[src/hdl/tlnef_pkg.sv]
package tlnef_pkg;

  typedef struct packed {
    logic number_nonblank;
    logic number_all;
    logic squeeze_blank;
    logic mark_line_end;
    logic show_tabs;
    logic show_controls;
  } cfg_t;

  typedef enum logic [2:0] {
    REG_NUMBER_NONBLANK = 3'd0,
    REG_NUMBER_ALL      = 3'd1,
    REG_SQUEEZE_BLANK   = 3'd2,
    REG_MARK_LINE_END   = 3'd3,
    REG_SHOW_TABS       = 3'd4,
    REG_SHOW_CONTROLS   = 3'd5
  } reg_idx_t;

  // what the back end has to emit for one accepted byte
  typedef struct packed {
    logic       num;     // line number and tab first
    logic       dollar;  // '$' before the byte
    logic       caret;   // '^' before chr
    logic [7:0] chr;     // final byte
  } desc_t;

  typedef enum logic [2:0] {
    PH_DIGIT,
    PH_TAB,
    PH_DOLLAR,
    PH_CARET,
    PH_CHAR
  } phase_t;

  localparam logic [7:0] CH_NL     = 8'h0A;
  localparam logic [7:0] CH_TAB    = 8'h09;
  localparam logic [7:0] CH_DOLLAR = 8'h24;
  localparam logic [7:0] CH_CARET  = 8'h5E;
  localparam logic [7:0] CH_SPACE  = 8'h20;
  localparam logic [7:0] CH_ZERO   = 8'h30;
  localparam logic [7:0] CH_CAP_I  = 8'h49;
  localparam logic [7:0] CTRL_MAX  = 8'd31;
  localparam logic [7:0] CARET_OFS = 8'd64;
  localparam logic [3:0] BCD_NINE  = 4'd9;

endpackage

[src/hdl/tlnef_queue.sv]
module tlnef_queue #(
  parameter int W = 8
) (
  input  logic         clk,
  input  logic         rst_n,
  input  logic         push,
  input  logic [W-1:0] push_data,
  output logic         push_ready,
  input  logic         pop,
  output logic         head_valid,
  output logic [W-1:0] head_data
);
  import tlnef_pkg::*;

  logic [W-1:0] mem_r [2];
  logic         wr_ptr_r, wr_ptr_nxt;
  logic         rd_ptr_r, rd_ptr_nxt;
  logic [1:0]   cnt_r, cnt_nxt;

  assign push_ready = (cnt_r != 2'd2);
  assign head_valid = (cnt_r != 2'd0);
  assign head_data  = mem_r[rd_ptr_r];

  always_comb begin
    wr_ptr_nxt = push ? ~wr_ptr_r : wr_ptr_r;
    rd_ptr_nxt = pop ? ~rd_ptr_r : rd_ptr_r;
    cnt_nxt    = cnt_r + {1'b0, push} - {1'b0, pop};
  end

  always_ff @(posedge clk) begin
    if (!rst_n) begin
      wr_ptr_r <= 1'b0;
      rd_ptr_r <= 1'b0;
      cnt_r    <= 2'd0;
    end else begin
      wr_ptr_r <= wr_ptr_nxt;
      rd_ptr_r <= rd_ptr_nxt;
      cnt_r    <= cnt_nxt;
    end
  end

  always_ff @(posedge clk) begin
    if (push) begin
      mem_r[wr_ptr_r] <= push_data;
    end
  end

`ifndef SYNTHESIS
  a_pop_nonempty: assert property (@(posedge clk) disable iff (!rst_n)
    pop |-> cnt_r != 2'd0)
    else $error("queue popped while empty");
`endif

endmodule

[src/hdl/tlnef_front.sv]
module tlnef_front #(
  parameter int ND = 6
) (
  input  logic              clk,
  input  logic              rst_n,
  input  logic              in_valid,
  output logic              in_ready,
  input  logic [7:0]        in_byte,
  input  logic              in_file_start,
  input  tlnef_pkg::cfg_t   cfg,
  output logic              q_push,
  output tlnef_pkg::desc_t  q_desc,
  output logic [4*ND-1:0]   q_count,
  input  logic              q_ready
);
  import tlnef_pkg::*;

  localparam int CW = 4 * ND;

  logic          after_nl_r, after_nl_nxt;
  logic          squeezing_r, squeezing_nxt;
  logic [CW-1:0] count_r, count_nxt;
  logic [CW-1:0] count_inc;
  logic [ND:0]   carry;

  logic accept, prev_nl, sqz_cur, is_nl, is_tab, blank_pair, drop, num;
  logic is_ctrl;

  // bcd increment, saturating at all nines
  assign carry[0] = 1'b1;
  for (genvar g = 0; g < ND; g++) begin : g_digit
    logic [3:0] d;
    assign d            = count_r[4*g +: 4];
    assign carry[g+1]   = carry[g] & (d >= BCD_NINE);
    assign count_inc[4*g +: 4] = carry[g] ? ((d >= BCD_NINE) ? 4'd0 : d + 4'd1) : d;
  end

  always_comb begin
    accept     = in_valid && q_ready;
    is_nl      = (in_byte == CH_NL);
    is_tab     = (in_byte == CH_TAB);
    is_ctrl    = (in_byte <= CTRL_MAX) && !is_nl && !is_tab;
    prev_nl    = in_file_start ? 1'b1 : after_nl_r;
    sqz_cur    = in_file_start ? 1'b0 : squeezing_r;
    blank_pair = cfg.squeeze_blank && is_nl && prev_nl;
    drop       = blank_pair && sqz_cur;
    num        = (cfg.number_nonblank && prev_nl && !is_nl) ||
                 (cfg.number_all && !cfg.number_nonblank && prev_nl);

    q_desc.num    = num;
    q_desc.dollar = cfg.mark_line_end && is_nl;
    if (cfg.show_tabs && is_tab) begin
      q_desc.caret = 1'b1;
      q_desc.chr   = CH_CAP_I;
    end else if (cfg.show_controls && is_ctrl) begin
      q_desc.caret = 1'b1;
      q_desc.chr   = in_byte + CARET_OFS;
    end else begin
      q_desc.caret = 1'b0;
      q_desc.chr   = in_byte;
    end
    q_count = count_r;

    in_ready = q_ready;
    q_push   = accept && !drop;

    after_nl_nxt  = after_nl_r;
    squeezing_nxt = squeezing_r;
    count_nxt     = count_r;
    if (accept) begin
      after_nl_nxt  = is_nl;
      squeezing_nxt = blank_pair;
      if (num && !drop && !carry[ND]) begin
        count_nxt = count_inc;
      end
    end
  end

  always_ff @(posedge clk) begin
    if (!rst_n) begin
      after_nl_r  <= 1'b1;
      squeezing_r <= 1'b0;
      count_r     <= {{(CW-1){1'b0}}, 1'b1};
    end else begin
      after_nl_r  <= after_nl_nxt;
      squeezing_r <= squeezing_nxt;
      count_r     <= count_nxt;
    end
  end

`ifndef SYNTHESIS
  a_only_nl_dropped: assert property (@(posedge clk) disable iff (!rst_n)
    (in_valid && in_ready && !q_push) |-> in_byte == CH_NL)
    else $error("non-newline transaction dropped");
`endif

endmodule

[src/hdl/tlnef_back.sv]
module tlnef_back #(
  parameter int ND = 6
) (
  input  logic              clk,
  input  logic              rst_n,
  input  logic              q_valid,
  input  tlnef_pkg::desc_t  q_desc,
  input  logic [4*ND-1:0]   q_count,
  output logic              q_pop,
  output logic              out_valid,
  input  logic              out_ready,
  output logic [7:0]        out_byte,
  output logic              out_last_of_run
);
  import tlnef_pkg::*;

  localparam int CW = 4 * ND;
  localparam int DW = (ND > 1) ? $clog2(ND) : 1;
  localparam logic [DW-1:0] TOP_DIGIT = DW'(ND - 1);

  phase_t        phase_r, phase_nxt, cur_ph, first_ph;
  logic          started_r, started_nxt;
  logic [DW-1:0] dcnt_r, dcnt_nxt, eff_d;
  logic          out_valid_r;
  logic [7:0]    out_byte_r;
  logic          out_last_r;

  logic          fire;
  logic [CW-1:0] shifted;
  logic [3:0]    digit;
  logic          blank;
  logic [7:0]    emit_byte;
  logic          emit_last;

  always_comb begin
    if (q_desc.num) begin
      first_ph = PH_DIGIT;
    end else if (q_desc.dollar) begin
      first_ph = PH_DOLLAR;
    end else if (q_desc.caret) begin
      first_ph = PH_CARET;
    end else begin
      first_ph = PH_CHAR;
    end
    cur_ph = started_r ? phase_r : first_ph;
    eff_d  = started_r ? dcnt_r : TOP_DIGIT;
    fire   = q_valid && (!out_valid_r || out_ready);
  end

  // next state
  always_comb begin
    phase_nxt   = phase_r;
    started_nxt = started_r;
    dcnt_nxt    = dcnt_r;
    if (fire) begin
      started_nxt = 1'b1;
      case (cur_ph)
        PH_DIGIT: begin
          if (eff_d == '0) begin
            phase_nxt = PH_TAB;
          end else begin
            phase_nxt = PH_DIGIT;
            dcnt_nxt  = eff_d - 1'b1;
          end
        end
        PH_TAB: begin
          if (q_desc.dollar) begin
            phase_nxt = PH_DOLLAR;
          end else if (q_desc.caret) begin
            phase_nxt = PH_CARET;
          end else begin
            phase_nxt = PH_CHAR;
          end
        end
        PH_DOLLAR: begin
          phase_nxt = q_desc.caret ? PH_CARET : PH_CHAR;
        end
        PH_CARET: begin
          phase_nxt = PH_CHAR;
        end
        default: begin
          started_nxt = 1'b0;
        end
      endcase
    end
  end

  // outputs
  always_comb begin
    shifted   = q_count >> {eff_d, 2'b00};
    digit     = shifted[3:0];
    // leading zeros become spaces, the units digit always shows
    blank     = (shifted == '0) && (eff_d != '0);
    emit_last = 1'b0;
    case (cur_ph)
      PH_DIGIT: begin
        emit_byte = blank ? CH_SPACE :
                    CH_ZERO + {4'd0, (digit > BCD_NINE) ? BCD_NINE : digit};
      end
      PH_TAB:    emit_byte = CH_TAB;
      PH_DOLLAR: emit_byte = CH_DOLLAR;
      PH_CARET:  emit_byte = CH_CARET;
      default: begin
        emit_byte = q_desc.chr;
        emit_last = 1'b1;
      end
    endcase
    q_pop = fire && emit_last;
  end

  always_ff @(posedge clk) begin
    if (!rst_n) begin
      phase_r     <= PH_CHAR;
      started_r   <= 1'b0;
      dcnt_r      <= '0;
      out_valid_r <= 1'b0;
    end else begin
      phase_r   <= phase_nxt;
      started_r <= started_nxt;
      dcnt_r    <= dcnt_nxt;
      if (fire) begin
        out_valid_r <= 1'b1;
      end else if (out_ready) begin
        out_valid_r <= 1'b0;
      end
    end
  end

  always_ff @(posedge clk) begin
    if (fire) begin
      out_byte_r <= emit_byte;
      out_last_r <= emit_last;
    end
  end

  assign out_valid       = out_valid_r;
  assign out_byte        = out_byte_r;
  assign out_last_of_run = out_last_r;

`ifndef SYNTHESIS
  a_run_holds_head: assert property (@(posedge clk) disable iff (!rst_n)
    started_r |-> q_valid)
    else $error("queue head lost in the middle of a run");

  a_digits_need_num: assert property (@(posedge clk) disable iff (!rst_n)
    (started_r && (phase_r == PH_DIGIT || phase_r == PH_TAB)) |-> q_desc.num)
    else $error("line number emitted for an entry without numbering");
`endif

endmodule

[src/hdl/text_line_number_escape_filter.sv]
// Byte filter with cat-style output options: optional line numbers (every line or non-empty
// lines only, NUMBER_DIGITS space-padded decimal digits and a tab, counter saturating at all
// nines and running on across files), squeezing of repeated empty lines, '$' before each
// newline, tab shown as ^I and other control bytes as ^ plus byte+64. Options are six 1-bit
// registers at byte addresses 0,4,..,20 (bit 0 used), written by the user only while the
// block is idle; the block does not enforce it. in_file_start on a byte restarts line-start
// and squeeze tracking but not the counter. A byte maps to n output bytes (1 for a plain
// byte, up to NUMBER_DIGITS+3); plain bytes stream at one per cycle while out_ready is
// high. The input side classifies a byte combinationally, drops squeezed newlines so they
// give no output, and runs ahead of the output side by up to two bytes in a two-entry queue.
module text_line_number_escape_filter #(
  parameter int NUMBER_DIGITS = 6
) (
  input  logic        clk,
  input  logic        rst_n,
  input  logic        in_valid,
  output logic        in_ready,
  input  logic [7:0]  in_byte,
  input  logic        in_file_start,
  output logic        out_valid,
  input  logic        out_ready,
  output logic [7:0]  out_byte,
  output logic        out_last_of_run,
  input  logic        psel,
  input  logic        penable,
  input  logic        pwrite,
  input  logic [4:0]  paddr,
  input  logic [31:0] pwdata,
  output logic [31:0] prdata,
  output logic        pready
);
  import tlnef_pkg::*;

  localparam int CW = 4 * NUMBER_DIGITS;
  localparam int QW = $bits(desc_t) + CW;

  cfg_t          cfg_r, cfg_nxt;
  reg_idx_t      reg_idx;
  logic          wr_en;
  logic          rd_bit;

  logic          f_push, f_ready;
  desc_t         f_desc;
  logic [CW-1:0] f_count;
  logic          b_valid, b_pop;
  logic [QW-1:0] b_data;
  desc_t         b_desc;
  logic [CW-1:0] b_count;

  assign pready  = 1'b1;
  assign reg_idx = reg_idx_t'(paddr[4:2]);
  assign wr_en   = psel && penable && pwrite;

  always_comb begin
    cfg_nxt = cfg_r;
    rd_bit  = 1'b0;
    case (reg_idx)
      REG_NUMBER_NONBLANK: begin
        rd_bit = cfg_r.number_nonblank;
        if (wr_en) cfg_nxt.number_nonblank = pwdata[0];
      end
      REG_NUMBER_ALL: begin
        rd_bit = cfg_r.number_all;
        if (wr_en) cfg_nxt.number_all = pwdata[0];
      end
      REG_SQUEEZE_BLANK: begin
        rd_bit = cfg_r.squeeze_blank;
        if (wr_en) cfg_nxt.squeeze_blank = pwdata[0];
      end
      REG_MARK_LINE_END: begin
        rd_bit = cfg_r.mark_line_end;
        if (wr_en) cfg_nxt.mark_line_end = pwdata[0];
      end
      REG_SHOW_TABS: begin
        rd_bit = cfg_r.show_tabs;
        if (wr_en) cfg_nxt.show_tabs = pwdata[0];
      end
      REG_SHOW_CONTROLS: begin
        rd_bit = cfg_r.show_controls;
        if (wr_en) cfg_nxt.show_controls = pwdata[0];
      end
      default: begin
        rd_bit = 1'b0;
      end
    endcase
    prdata = {31'd0, rd_bit};
  end

  always_ff @(posedge clk) begin
    if (!rst_n) begin
      cfg_r <= '0;
    end else begin
      cfg_r <= cfg_nxt;
    end
  end

  tlnef_front #(
    .ND (NUMBER_DIGITS)
  ) u_front (
    .clk           (clk),
    .rst_n         (rst_n),
    .in_valid      (in_valid),
    .in_ready      (in_ready),
    .in_byte       (in_byte),
    .in_file_start (in_file_start),
    .cfg           (cfg_r),
    .q_push        (f_push),
    .q_desc        (f_desc),
    .q_count       (f_count),
    .q_ready       (f_ready)
  );

  tlnef_queue #(
    .W (QW)
  ) u_queue (
    .clk        (clk),
    .rst_n      (rst_n),
    .push       (f_push),
    .push_data  ({f_desc, f_count}),
    .push_ready (f_ready),
    .pop        (b_pop),
    .head_valid (b_valid),
    .head_data  (b_data)
  );

  assign b_desc  = desc_t'(b_data[QW-1:CW]);
  assign b_count = b_data[CW-1:0];

  tlnef_back #(
    .ND (NUMBER_DIGITS)
  ) u_back (
    .clk             (clk),
    .rst_n           (rst_n),
    .q_valid         (b_valid),
    .q_desc          (b_desc),
    .q_count         (b_count),
    .q_pop           (b_pop),
    .out_valid       (out_valid),
    .out_ready       (out_ready),
    .out_byte        (out_byte),
    .out_last_of_run (out_last_of_run)
  );

endmodule
[config.mk]
export PLATFORM = sky130hd
export DESIGN_NAME = text_line_number_escape_filter
export DESIGN_NICKNAME = d
export VERILOG_FILES = /design/src/hdl/tlnef_pkg.sv /design/src/hdl/tlnef_queue.sv /design/src/hdl/tlnef_front.sv /design/src/hdl/tlnef_back.sv /design/src/hdl/text_line_number_escape_filter.sv
export SDC_FILE = /design/constraint.sdc
export NUM_CORES = 1
export LEC_CHECK = 0
export ABC_CLOCK_PERIOD_IN_PS = 4000
export BUFFER_PORTS_ARGS = -buffer_cell sky130_fd_sc_hd__buf_2
export CAP_MARGIN = 20
export CORE_AREA = 2 2 149 151
export CTS_BUF_LIST = sky130_fd_sc_hd__clkbuf_16
export DETAILED_ROUTE_END_ITERATION = 10
export DIE_AREA = 0 0 151 153
export PLACE_DENSITY = 0.46
export SLEW_MARGIN = 20
export SYNTH_ARGS = -nofsm -noshare
export SYNTH_HDL_FRONTEND = slang
export SYNTH_SLANG_ARGS = --single-unit
[constraint.sdc]
create_clock -name clk -period 4 [get_ports clk]
set_input_delay 0.6 -clock clk [delete_from_list [all_inputs] [get_ports clk]]
set_output_delay 0.6 -clock clk [all_outputs]
set_load 0.05 [all_outputs]
Word level (Yosys, flattened, before mapping)
Memories as Yosys holds them, arrays and structs flattened. A register that Yosys moved wholly into a read port is not among the register bits. Cells that the tools add are included.

Bitwise operators: 8. Reductions and logical operators: 52. Mux-type cells: 29. Shift operators: 1. $add $sub $neg: 11. $lt $le $gt $ge: 8. Eq/ne operators: 11.

Operator list (count): $pmux 8 s4 (1); $mux 4 (7); $add 4x1->4 const B (6); $ge 4x4->1 const B (6); $logic_not 24->1 (1); $shr 24x5->24 (1); $logic_and 1x1->1 (21); $mux 9 (2); $reduce_and 3->1 (6); $eq 8x4->1 const B (2); $reduce_and 2->1 (8); $mux 3 (5); $eq 3x2->1 const B (4); $pmux 3 s4 (1); $mux 1 (11); $logic_not 3->1 (3); $add 8x7->8 const B (1); $le 8x5->1 const B (1); $mux 8 (1); $add 6x4->7 const A (1); $eq 3x1->1 const B (2); $eq 3x3->1 const B (2); $logic_not 1->1 (6); $pmux 1 s6 (1); 12 further kinds (20).

Flip-flop bits (word level): 53. Memory bits (writable): 70. Memories: 1. Logic and storage cells: 144. Input port bits: 53.

Memories: u_queue.mem_r (depth 2, bits a word 35, read ports 1, clocked after memory_dff 1, write ports 1, RTL line tlnef_queue.sv:15) `logic [W-1:0] mem_r [2];`.

Longest topological paths before layout
Word-level depth: 10. Mapped depth: 11.

Hierarchy
A second synthesis with hierarchy kept.

Cells, all modules: 568. Area total of the unflattened synthesis: 6572.6 µm².

By module, submodules not included: tlnef_queue (area an instance 2905.3 µm², cells each 130, sequential area each 2202.1 µm², instances 1); tlnef_front (area an instance 1815.5 µm², cells each 218, sequential area each 520.5 µm², instances 1); tlnef_back (area an instance 1281.2 µm², cells each 154, sequential area each 430.4 µm², instances 1); text_line_number_escape_filter (area an instance 570.5 µm², cells each 66, sequential area each 120.1 µm², instances 1).

Least setup slack after synthesis
Ideal clock, no wire load.

Kind: input-to-reg. Start point: input port in_byte[6]. End point: memory u_queue.mem_r[0][0] (netlist name), enable pin. Data arrival time: 2.934 ns. Setup time: 0.433 ns. Slack: 0.633 ns. Required time: 3.567 ns. Stages: 6. Cells stage by stage: inv_1 ha_1 nor4b_1 nand4_1 and2_1 nor2b_1.

Word-level cells in the longest chain between the ends: 8.

Ends and longest elaborated chain: from (decl) (RTL line text_line_number_escape_filter.sv:18) `input logic [7:0] in_byte,`; $eq 8x4->1 (RTL line tlnef_front.sv:40) `is_nl = (in_byte == CH_NL);`; $logic_and 1x1->1 (2 in a row) (RTL line tlnef_front.sv:45) `blank_pair = cfg.squeeze_blank && is_nl && prev_nl;`; $logic_and 1x1->1 (RTL line tlnef_front.sv:46) `drop = blank_pair && sqz_cur;`; $logic_not 1->1 (RTL line tlnef_front.sv:65) `q_push = accept && !drop;`; $logic_and 1x1->1 (RTL line tlnef_front.sv:65); named net f_push (RTL line text_line_number_escape_filter.sv:42) `logic f_push, f_ready;`; $mux 1 (RTL line tlnef_queue.sv:43) `if (push) begin`; $mux 1 (not written as such) (RTL line tlnef_queue.sv:44) `mem_r[wr_ptr_r] <= push_data;`; to (decl) (RTL line tlnef_queue.sv:15).

The timed path passes the listed nets, and every way through them passes these cells.

Worst setup path after layout
Start point: register u_back.started_r. End point: register u_back.out_byte_r[1], in the netlist u_back.out_byte[1] (data pin).

Word-level cells in the longest chain between the ends: 7. Elaborated cells on any way between the ends: 15.

Ends and longest elaborated chain: from (decl) (RTL line tlnef_back.sv:22) `logic started_r, started_nxt;`; from (signal assigned) (RTL line tlnef_back.sv:119) `started_r <= started_nxt;`; $mux 3 (RTL line tlnef_back.sv:46) `eff_d = started_r ? dcnt_r : TOP_DIGIT;`; $shr 24x5->24 (RTL line tlnef_back.sv:90) `shifted = q_count >> {eff_d, 2'b00};`; $gt 4x4->1 (RTL line tlnef_back.sv:98) `CH_ZERO + {4'd0, (digit > BCD_NINE) ? BCD_NINE : digit};`; $mux 4 (RTL line tlnef_back.sv:98); $add 6x4->7 (RTL line tlnef_back.sv:98); $mux 8 (RTL line tlnef_back.sv:97) `emit_byte = blank ? CH_SPACE :`; $pmux 8 s4 * (RTL line tlnef_back.sv:95) `case (cur_ph)`; named net u_back.emit_byte[1] (RTL line tlnef_back.sv:32) `logic [7:0] emit_byte;`; to (signal assigned) (RTL line tlnef_back.sv:131) `out_byte_r <= emit_byte;`; to (decl) (RTL line tlnef_back.sv:25) `logic [7:0] out_byte_r;`.

Mark *: on every way through the listed nets, which the timed path passes. The rest lies on a longest branch. A chain may end at the register's enable or synchronous reset.

==> impl_metrics.json <==
{
  "cts_setup_buffers": 0,
  "routed_wl_microns": 12900,
  "stdcell_count": 855,
  "nets": 640,
  "yosysWarnings": 0,
  "drive_above_1_share_pct": 19.0,
  "cpLargestDelayFamily": "simple AND/OR/NAND/NOR gates",
  "die_w_microns": 151,
  "cts.clk_slew.worst_paths_ns": 0.05,
  "synth_top_cell_by_area": "edfxtp_1",
  "path_max_fanout": 16,
  "maxSlewViolCount": 0,
  "final-setup-viol-count": 0,
  "hold_viol": 0,
  "grt_usage_pct": 11.8,
  "drt_first_pass_iters": 4,
  "drtAntennaViolNets": 0,
  "synth_top_area_share_pct": 37.6,
  "grt_pass1_vias": 3991,
  "first_iter_violations": 236,
  "routed-via-count": 4086,
  "synth.most_common_cell": "edfxtp_1",
  "drc_errors": 0,
  "place_inst": 824,
  "rsz0062_at_grt": "no",
  "fin_skew_ns": 0.00921,
  "yosysSeqAreaShare_pct": 51.9,
  "fin_crit_sh_pct": 75.6,
  "hpwl_microns": 9130,
  "port-buffer-count": 31,
  "area_growth_pct": 13.8,
  "rows": 54,
  "critPathRequiredTime_ns": 4.24,
  "cap_viol_max_count": 0,
  "htree_levels": 4,
  "cts.hold.buffers_added": 0,
  "worstPathCellList": "nand2b_1 > mux4_2 > a32oi_1 > nand2_1 > or4b_1 > a31oi_1",
  "holdCritPathClass": "input pin to flop",
  "ys.flop_type": "edfxtp_1",
  "coreArea_sq_um": 21500,
  "fin_hold_ws_ns": 0.429,
  "gp_congestion": 0.799,
  "synth_area_sq_um": 6310,
  "cts_made_buffers": 17,
  "synthTopCellsByCount": "edfxtp_1, dfxtp_1, buf_4",
  "die_area_sq_um": 23100,
  "post-route-util_pct": 33.4,
  "synth_area_leaders": "edfxtp_1, dfxtp_1, ha_1",
  "top_layer": "met4",
  "synth_edf_count": 79,
  "vdd_drop_max_v": 0.000271,
  "crit_path_start_kind": "flop",
  "avgSynthCellArea_sq_um": 11.9,
  "cp_slowest_cell": "dfxtp_1",
  "p_total_uw": 4560,
  "start_util_pct": 29.4,
  "status": "complete, no violations",
  "worst_slew_pin_slew_ns": 0.857,
  "maxSlewHeadroom_pct": 42.9,
  "cts.root.buffer_cell": "clkbuf_16",
  "dr_wl_met3_microns": 459,
  "synthArstFlopShare_pct": 0,
  "chipHeight_microns": 153,
  "post_cts_resized": 0,
  "n_fill_cell": 2160,
  "critPathArrivalTime_ns": 3.26,
  "ys_types": 65,
  "antenna_found_initial": 0,
  "cts_buffer_depth": 2,
  "end_kind": "flop",
  "crit_type": "flop to flop",
  "cts_tree": "yes",
  "timing.final.crit_period_ns": 3.02,
  "grt_overflow": 0,
  "routed-wl-met2_microns": 6180,
  "ios": 97,
  "via_per_inst": 4.78,
  "ys_ff_latch": 124,
  "fmax_mhz": 331,
  "insertedDiodeCount": 0,
  "grt_max_degree": 50,
  "path_buf_inv": 0,
  "insertion_delay_ns": 0.42,
  "tns_ns": 0,
  "ff2ff_setup_slack_ns": 0.98,
  "leakage_uw": 0.00269,
  "grt_pass1_wl_microns": 20900,
  "slowest_delay_ns": 0.68,
  "met1_length_microns": 6100,
  "syn_inst": 532,
  "cts_sinks": 124,
  "p_per_area_nw_per_um2": 635,
  "routedWlPerCell_microns": 15.0
}
-- metrics by stage --
stage / cell area (sq um) / setup slack [ns]
3_5_place_dp: 6630 / 0.702
2_1_floorplan: 6420 / 0.633
5_1_grt: 7180 / 0.798
4_1_cts: 7180 / 0.987
6_report: 7180 / 0.976
3_3_place_gp: 6630 / 0.779
-- worst reg2reg max path: stages, from the launching register on --
cell and delay [ns]:
dfxtp_1 0.68, nand2b_1 0.57, mux4_2 0.50, a32oi_1 0.22
nand2_1 0.15, or4b_1 0.51, a31oi_1 0.23
-- state kept, by name, summed over array words and instances (netlist names), 2 cells and up, named ones only --
signal / count
u_queue.mem_r: 70
u_front.q_count: 24
u_back.out_byte: 8
cfg_r: 6
u_back.dcnt_r: 3
u_back.phase_r: 3
u_queue.cnt_r: 2
-- cell type report --
cell class / count / area [sq um] / area share, %
inverter: 25 / 93.8 / 1.31
clock inverter: 14 / 130 / 1.81
tap: 280 / 350 / 4.88
sequential: 124 / 3270 / 45.6
multi-input combinational: 353 / 2670 / 37.2
timing repair buffer: 42 / 238 / 3.31
clock buffer: 17 / 425 / 5.92
-- power breakdown --
part | leakage, uW | switching [uW] | internal [uW]
registers | 0.00112 | 110 | 1600
logic | 0.00130 | 904 | 498
clock network | 0.000270 | 546 | 900
-- cell usage in the layout (no fill, tap or decap), types with 4 or more instances in the layout --
cell,n
a31oi_1,6
mux2i_1,19
clkinvlp_4,4
a21oi_1,11
dfxtp_1,45
o21ai_0,10
edfxtp_1,79
buf_2,31
clkinv_2,8
a211oi_1,6
xnor2_1,5
nor4_1,14
buf_4,11
conb_1,32
mux4_2,13
nand2_1,28
nand4_1,4
ha_1,24
and3_1,8
nor3b_1,9
nand3_1,11
a21boi_0,5
nor2b_1,22
o21a_1,8
nand2b_1,4
inv_1,25
nor2_1,28
a41oi_1,5
clkbuf_16,17
mux2_2,6
and2_1,9
o31a_1,4
-- layer usage --
layer	vias to the layer above	global-route usage, %
met4	0	4.85
met1	2018	15.3
met2	83	18.1
met3	7	3.70
li1	1978	-
met5	-	0
-- final timing paths --
path,startpoint,depth (start not counted),endpoint
setup / recovery,u_back.started_r$_SDFFE_PN0P_,6,u_back.out_byte[1]$_DFFE_PP_
hold / removal,in_byte[5],1,u_queue.mem_r[0][29]$_DFFE_PP_
setup reg to reg,u_back.started_r$_SDFFE_PN0P_,6,u_back.out_byte[1]$_DFFE_PP_
hold reg to reg,u_front.squeezing_r$_SDFFE_PN0P_,2,u_front.squeezing_r$_SDFFE_PN0P_
-- cells by family after synthesis --
| logic type | count (synthesis) | synth area share (%) |
|---|---|---|
| simple gates | 167 | 15.5 |
| compound gates | 86 | 10.6 |
| xor+xnor | 6 | 0.833 |
| fa+ha+maj | 24 | 4.76 |
| other cells | 2 | 0.119 |
| mux | 38 | 8.72 |
| flops | 124 | 51.9 |
| buf+inv | 85 | 7.61 |
No activity file was read; power rests on OpenSTA's default activity.
